<file path="src/rtl/mted_pkg.sv">
// Package with the types, constants and register codes of the multitap echo delay.
`timescale 1ns / 1ps

package mted_pkg;

    localparam int DEPTH      = 4096;
    localparam int ADDR_W     = 12;
    localparam int NUM_TAPS   = 4;
    localparam int TAP_W      = 2;
    localparam int NUM_GAINS  = 5;
    localparam int GSEL_W     = 3;
    localparam int SAMPLE_W   = 24;
    localparam int GAIN_W     = 24;
    localparam int PROD_W     = 48;
    localparam int ACC_W      = 50;
    localparam int OUT_SHIFT  = 22;
    localparam int CFG_IDX_W  = 3;
    localparam int CFG_W      = 48;
    localparam int STEP_W     = 3;

    localparam logic [CFG_IDX_W-1:0] REG_INPUT_GAIN = 3'd0;
    localparam logic [CFG_IDX_W-1:0] REG_TAP_GAIN_3 = 3'd4;
    localparam logic [CFG_IDX_W-1:0] REG_TAP_DELAYS = 3'd5;

    localparam logic [ADDR_W-1:0] WR_IDX_RESET = ADDR_W'(DEPTH - 1);
    localparam logic [ADDR_W-1:0] LAST_ADDR    = ADDR_W'(DEPTH - 1);

    localparam logic signed [GAIN_W-1:0] GAIN_RESET [NUM_GAINS] = '{
        24'sd4194304, 24'sd6291456, 24'sd2097152, 24'sd1048576, 24'sd524288
    };
    localparam logic [ADDR_W-1:0] DELAY_RESET [NUM_TAPS] = '{
        12'd1024, 12'd1536, 12'd2560, 12'd3072
    };

    localparam logic signed [SAMPLE_W-1:0] SAMPLE_MAX = {1'b0, {(SAMPLE_W-1){1'b1}}};
    localparam logic signed [SAMPLE_W-1:0] SAMPLE_MIN = {1'b1, {(SAMPLE_W-1){1'b0}}};

    typedef enum logic [1:0] {
        ST_CLEAR,
        ST_IDLE,
        ST_RUN,
        ST_DONE
    } t_state;

    typedef struct packed {
        logic              capture;
        logic              wr_we;
        logic              rd_en;
        logic [TAP_W-1:0]  tap;
        logic              mul_en;
        logic              mul_src_in;
        logic [GSEL_W-1:0] gain_sel;
        logic              acc_load;
        logic              acc_add;
        logic              res_load;
    } t_cmd;

    typedef struct packed {
        logic clr_done;
    } t_stat;

endpackage

</file>
<file path="src/rtl/mted_ctrl.sv">
// Controller state machine that sequences the write, four tap reads and the multiply-accumulate.
`timescale 1ns / 1ps

module mted_ctrl (
    input  logic            i_clk,
    input  logic            i_rst_n,
    input  logic            i_in_valid,
    output logic            o_in_stall,
    output logic            o_out_valid,
    input  logic            i_out_stall,
    input  mted_pkg::t_stat i_stat,
    output mted_pkg::t_cmd  o_cmd
);
    import mted_pkg::*;

    t_state              r_state, n_state;
    logic [STEP_W-1:0]   r_step, n_step;
    logic                r_out_valid, n_out_valid;

    always_ff @(posedge i_clk) begin
        if (!i_rst_n) begin
            r_state     <= ST_CLEAR;
            r_step      <= '0;
            r_out_valid <= 1'b0;
        end else begin
            r_state     <= n_state;
            r_step      <= n_step;
            r_out_valid <= n_out_valid;
        end
    end

    always_comb begin
        n_state     = r_state;
        n_step      = r_step;
        n_out_valid = r_out_valid && i_out_stall;
        o_cmd       = '0;
        case (r_state)
            ST_CLEAR: begin
                if (i_stat.clr_done) begin
                    n_state = ST_IDLE;
                end
            end
            ST_IDLE: begin
                n_step = '0;
                if (i_in_valid) begin
                    o_cmd.capture = 1'b1;
                    n_state       = ST_RUN;
                end
            end
            ST_RUN: begin
                n_step = r_step + 1'b1;
                if (r_step == 3'd0) begin
                    o_cmd.wr_we      = 1'b1;
                    o_cmd.mul_en     = 1'b1;
                    o_cmd.mul_src_in = 1'b1;
                    o_cmd.gain_sel   = '0;
                end
                if (r_step >= 3'd1 && r_step <= 3'd4) begin
                    o_cmd.rd_en = 1'b1;
                    o_cmd.tap   = TAP_W'(r_step - 3'd1);
                end
                if (r_step >= 3'd2 && r_step <= 3'd5) begin
                    o_cmd.mul_en   = 1'b1;
                    o_cmd.gain_sel = GSEL_W'(r_step - 3'd1);
                end
                if (r_step == 3'd1) begin
                    o_cmd.acc_load = 1'b1;
                end
                if (r_step >= 3'd3) begin
                    o_cmd.acc_add = 1'b1;
                end
                if (r_step == 3'd6) begin
                    n_state = ST_DONE;
                end
            end
            ST_DONE: begin
                if (!r_out_valid || !i_out_stall) begin
                    o_cmd.res_load = 1'b1;
                    n_out_valid    = 1'b1;
                    n_state        = ST_IDLE;
                end
            end
            default: begin
                n_state = ST_IDLE;
            end
        endcase
    end

    assign o_in_stall  = (r_state != ST_IDLE);
    assign o_out_valid = r_out_valid;

endmodule

</file>
<file path="config.mk">
export PLATFORM = sky130hd
export DESIGN_NAME = mted_ctrl
export DESIGN_NICKNAME = d
export VERILOG_FILES = /design/src/rtl/mted_pkg.sv /design/src/rtl/mted_ctrl.sv
export SDC_FILE = /design/constraint.sdc
export NUM_CORES = 1
export LEC_CHECK = 0
export ABC_AREA = 1
export BUFFER_PORTS_ARGS = -buffer_cell sky130_fd_sc_hd__buf_2
export CORE_AREA = 4 4 41 43
export CTS_CLUSTER_DIAMETER = 60
export DETAILED_ROUTE_END_ITERATION = 12
export DIE_AREA = 0 0 45 47
export PLACE_DENSITY = 0.67
export SYNTH_ARGS = -nofsm -noshare
export SYNTH_HDL_FRONTEND = slang
export SYNTH_SLANG_ARGS = --single-unit
export TNS_END_PERCENT = 30
</file>
<file path="constraint.sdc">
create_clock -name i_clk -period 3 [get_ports i_clk]
set_input_delay 0.45 -clock i_clk [delete_from_list [all_inputs] [get_ports i_clk]]
set_output_delay 0.45 -clock i_clk [all_outputs]
set_load 0.005 [all_outputs]
</file>
==> flow_summary.yaml <==
status:
  run_status: "complete, no violations"
synthesis:
  yosysUniqueCellTypes: 15
  yosysMostFrequentCell: "nand2_1"
  ys.flop_type: "dfxtp_1"
  ys_top_cells_by_count: "nand2_1 (18), inv_1 (16), ha_1 (11)"
  synthCells: 79
  seq_area_frac_synth_pct: 22.6
  async_reset_ff_share_pct: 0
  synth_seq_cells: 6
  synthesis.area_um2: 532
  yosysWarnings: 0
  synth_fp_nets: 95
  synth_edf_count: 0
  synthTopCellsByArea: "ha_1 (26%), dfxtp_1 (23%), nand2_1 (13%)"
  synth_top_cell_area_share_pct: 25.9
  synth_top_area_cell: "ha_1"
  syn_avg_cell_area_um2: 6.73
hold_path:
  whs_path_depth: 3
  hp-class: "in -> reg"
  worstHoldStart: "i_rst_n"
  hold-path-endpoint: "r_state[1]"
placement:
  placed_area_um2: 638
  place_inst: 112
  port-buffer-count: 19
  gp_congestion: 0.761
  place_hpwl_um: 859
global_route:
  grt_overflow: 0
  track_usage_pct: 11.6
  grt_start_max_net_pins: 9
  grt_pass1_vias: 446
  antenna_found_initial: 0
  grt_pass1_wl_mm: 1.75
routing:
  ant_nets: 0
  avgViaCountPerCell: 4.47
  routed_wl_mm: 1.04
  dr.pass1.iters: 4
  first_iter_violations: 7
  wire_per_inst_um: 9.04
  drc: 0
  num_vias: 514
floorplan:
  num_rows: 13
  io_pins: 20
  die_w_um: 45
  dieArea_um2: 2120
  core_um2: 1300
  die_y_um: 47
  start_util_pct: 40.9
clock_network:
  post-cts-setup-buffers: 0
  clkTransAtPathRegs_ns: 0.04
  clock_latency_ns: 0.24
  clockBufferDepth: 2
  numCtsBuffers: 3
  cts_hold_buffers: 0
  htreeDepth: 1
  post_cts_resized: 0
  cts.sinks: 6
  cts_tree: "yes"
  root_buffer: "clkbuf_4"
sta:
  slew_headroom_pct: 77.4
  min_period_over_period_pct: 68.9
  tns_ns: 0
  clock.fmax_ghz: 0.484
  hold_violations: 0
  finalSetupViolCount: 0
  worst_pin_slew_ns: 0.337
  hold_ws_ns: 0.470
  rsz0062_at_grt: "false"
  fin_skew_ns: 0.00227
  slew_viol_final: 0
  fin_crit_ns: 2.07
setup_path:
  arrival_ns: 1.62
  endpoint_kind: "primary output"
  cp_num_buf_inv: 3
  cp_slowest_cell: "dfxtp_1"
  crit_fanout: 6
  rr_startpoint: "r_state[0]"
  start_kind: "register"
  rrSetupSlack_ns: 1.75
  crit_family: "flip-flops"
  critPathKind: "reg -> out"
  ff2ff_path_depth: 8
  cpPeakStageDelay_ns: 0.35
  r2r-end: "r_state[0]"
  cp_cell_sequence: "inv_1 > ha_1 > inv_1 > ha_1 > o21bai_1 > nor3_1 > buf_2"
  critPathRequiredTime_ns: 2.55
power_and_ir_drop:
  p_int_uw: 239
  clkPwrFrac_pct: 16.8
  p_leak_uw: 0.000399
  vdd_drop_max_mv: 0.296
  power.density_nw_per_um2: 649
  comb_power_share_pct: 55.3
  p_seq_share_pct: 27.9
  p_sw_uw: 190
  netSwitchingFraction_pct: 44.2
finish:
  final_cell_count_no_fill: 115
  drive_gt1_share_pct: 24.0
  antenna-diode-count: 0
  final_cell_area_um2: 661
  synthToLayoutAreaGrowth_pct: 24.2
  final_core_util_pct: 50.8
  fin_nets: 118
job:
  maxCapViolations: 0
[worst max-delay path by stage]
stage                          from       end  slack (ns)  depth (start not counted)
final                     r_step[0]  o_cmd[9]        0.93                          7
after global routing      r_step[0]  o_cmd[9]        0.81                          7
after CTS                 r_step[0]  o_cmd[9]        0.94                          7
after detailed placement  r_step[0]  o_cmd[9]        1.20                          7
after global placement    r_step[0]  o_cmd[8]        1.25                          7
after floorplan           r_step[0]  o_cmd[8]        1.39                          6
[metal layers]
| metal | track usage, % | wire [µm] | vias up |
|---|---|---|---|
| met2 | 15.5 | 435 | 9 |
| met5 | 0 | 0 | - |
| li1 | - | - | 287 |
| met3 | 2.30 | 56 | 2 |
| met4 | 8.77 | 9 | 0 |
| met1 | 16.1 | 539 | 216 |
[cell families (layout without fill, tap and decap cells)]
kind of cell,after synthesis,count (layout),synth area share [%]
simple gates,36,36,28.7
fa+ha+maj,11,11,25.9
buf+inv,17,38,12.7
flops,6,6,22.6
compound gates,9,9,10.1
[cell usage in the layout (no fill, tap or decap)]
cell type / n
o21ai_0: 1
clkbuf_4: 3
dfxtp_1: 6
a2bb2oi_1: 1
o21bai_1: 1
nand2_2: 1
ha_1: 11
nor2_4: 1
buf_2: 19
a21oi_1: 5
nor3_1: 3
nand3_1: 3
o211ai_1: 1
nand2_1: 18
inv_1: 16
nor2_1: 10
[flip-flops by register name, indices dropped and copies added, names as in the netlist]
signal / cells
r_state: 2
r_step: 3
o_out_valid: 1
[final cells by class]
cell class,count,area (µm²)
repair buffers,19,95.1
flip-flops and latches,6,120
clock buffers,3,22.5
inverters,16,60.1
fillers,143,641
well taps,15,18.8
multi-input cells,56,344
[power groups by stage]
| stage | sequential, µW | clock, µW | combinational (µW) |
|---|---|---|---|
| 4_1_cts | 120 | 76.9 | 240 |
| 5_1_grt | 123 | 81.0 | 280 |
| 3_3_place_gp | 121 | 0 | 240 |
| 6_report | 120 | 72.0 | 237 |
| 2_1_floorplan | 117 | 0 | 181 |
| 3_5_place_dp | 122 | 0 | 239 |
[per-stage QoR]
| step | setup WS (ns) | total power (µW) |
|---|---|---|
| 2_1_floorplan | 1.39 | 298 |
| 3_3_place_gp | 1.25 | 361 |
| 3_5_place_dp | 1.20 | 361 |
| 4_1_cts | 0.936 | 437 |
| 5_1_grt | 0.806 | 484 |
| 6_report | 0.933 | 429 |
[worst reg2reg max path, cell delays in order, from the launching register on]
cell	delay (ns)
dfxtp_1	0.38
inv_1	0.08
ha_1	0.26
nand2_1	0.10
nand2_2	0.06
nor2_4	0.11
nand2_1	0.06
nand2_1	0.05
nor2_1	0.03
No activity file was read; power rests on OpenSTA's default activity.
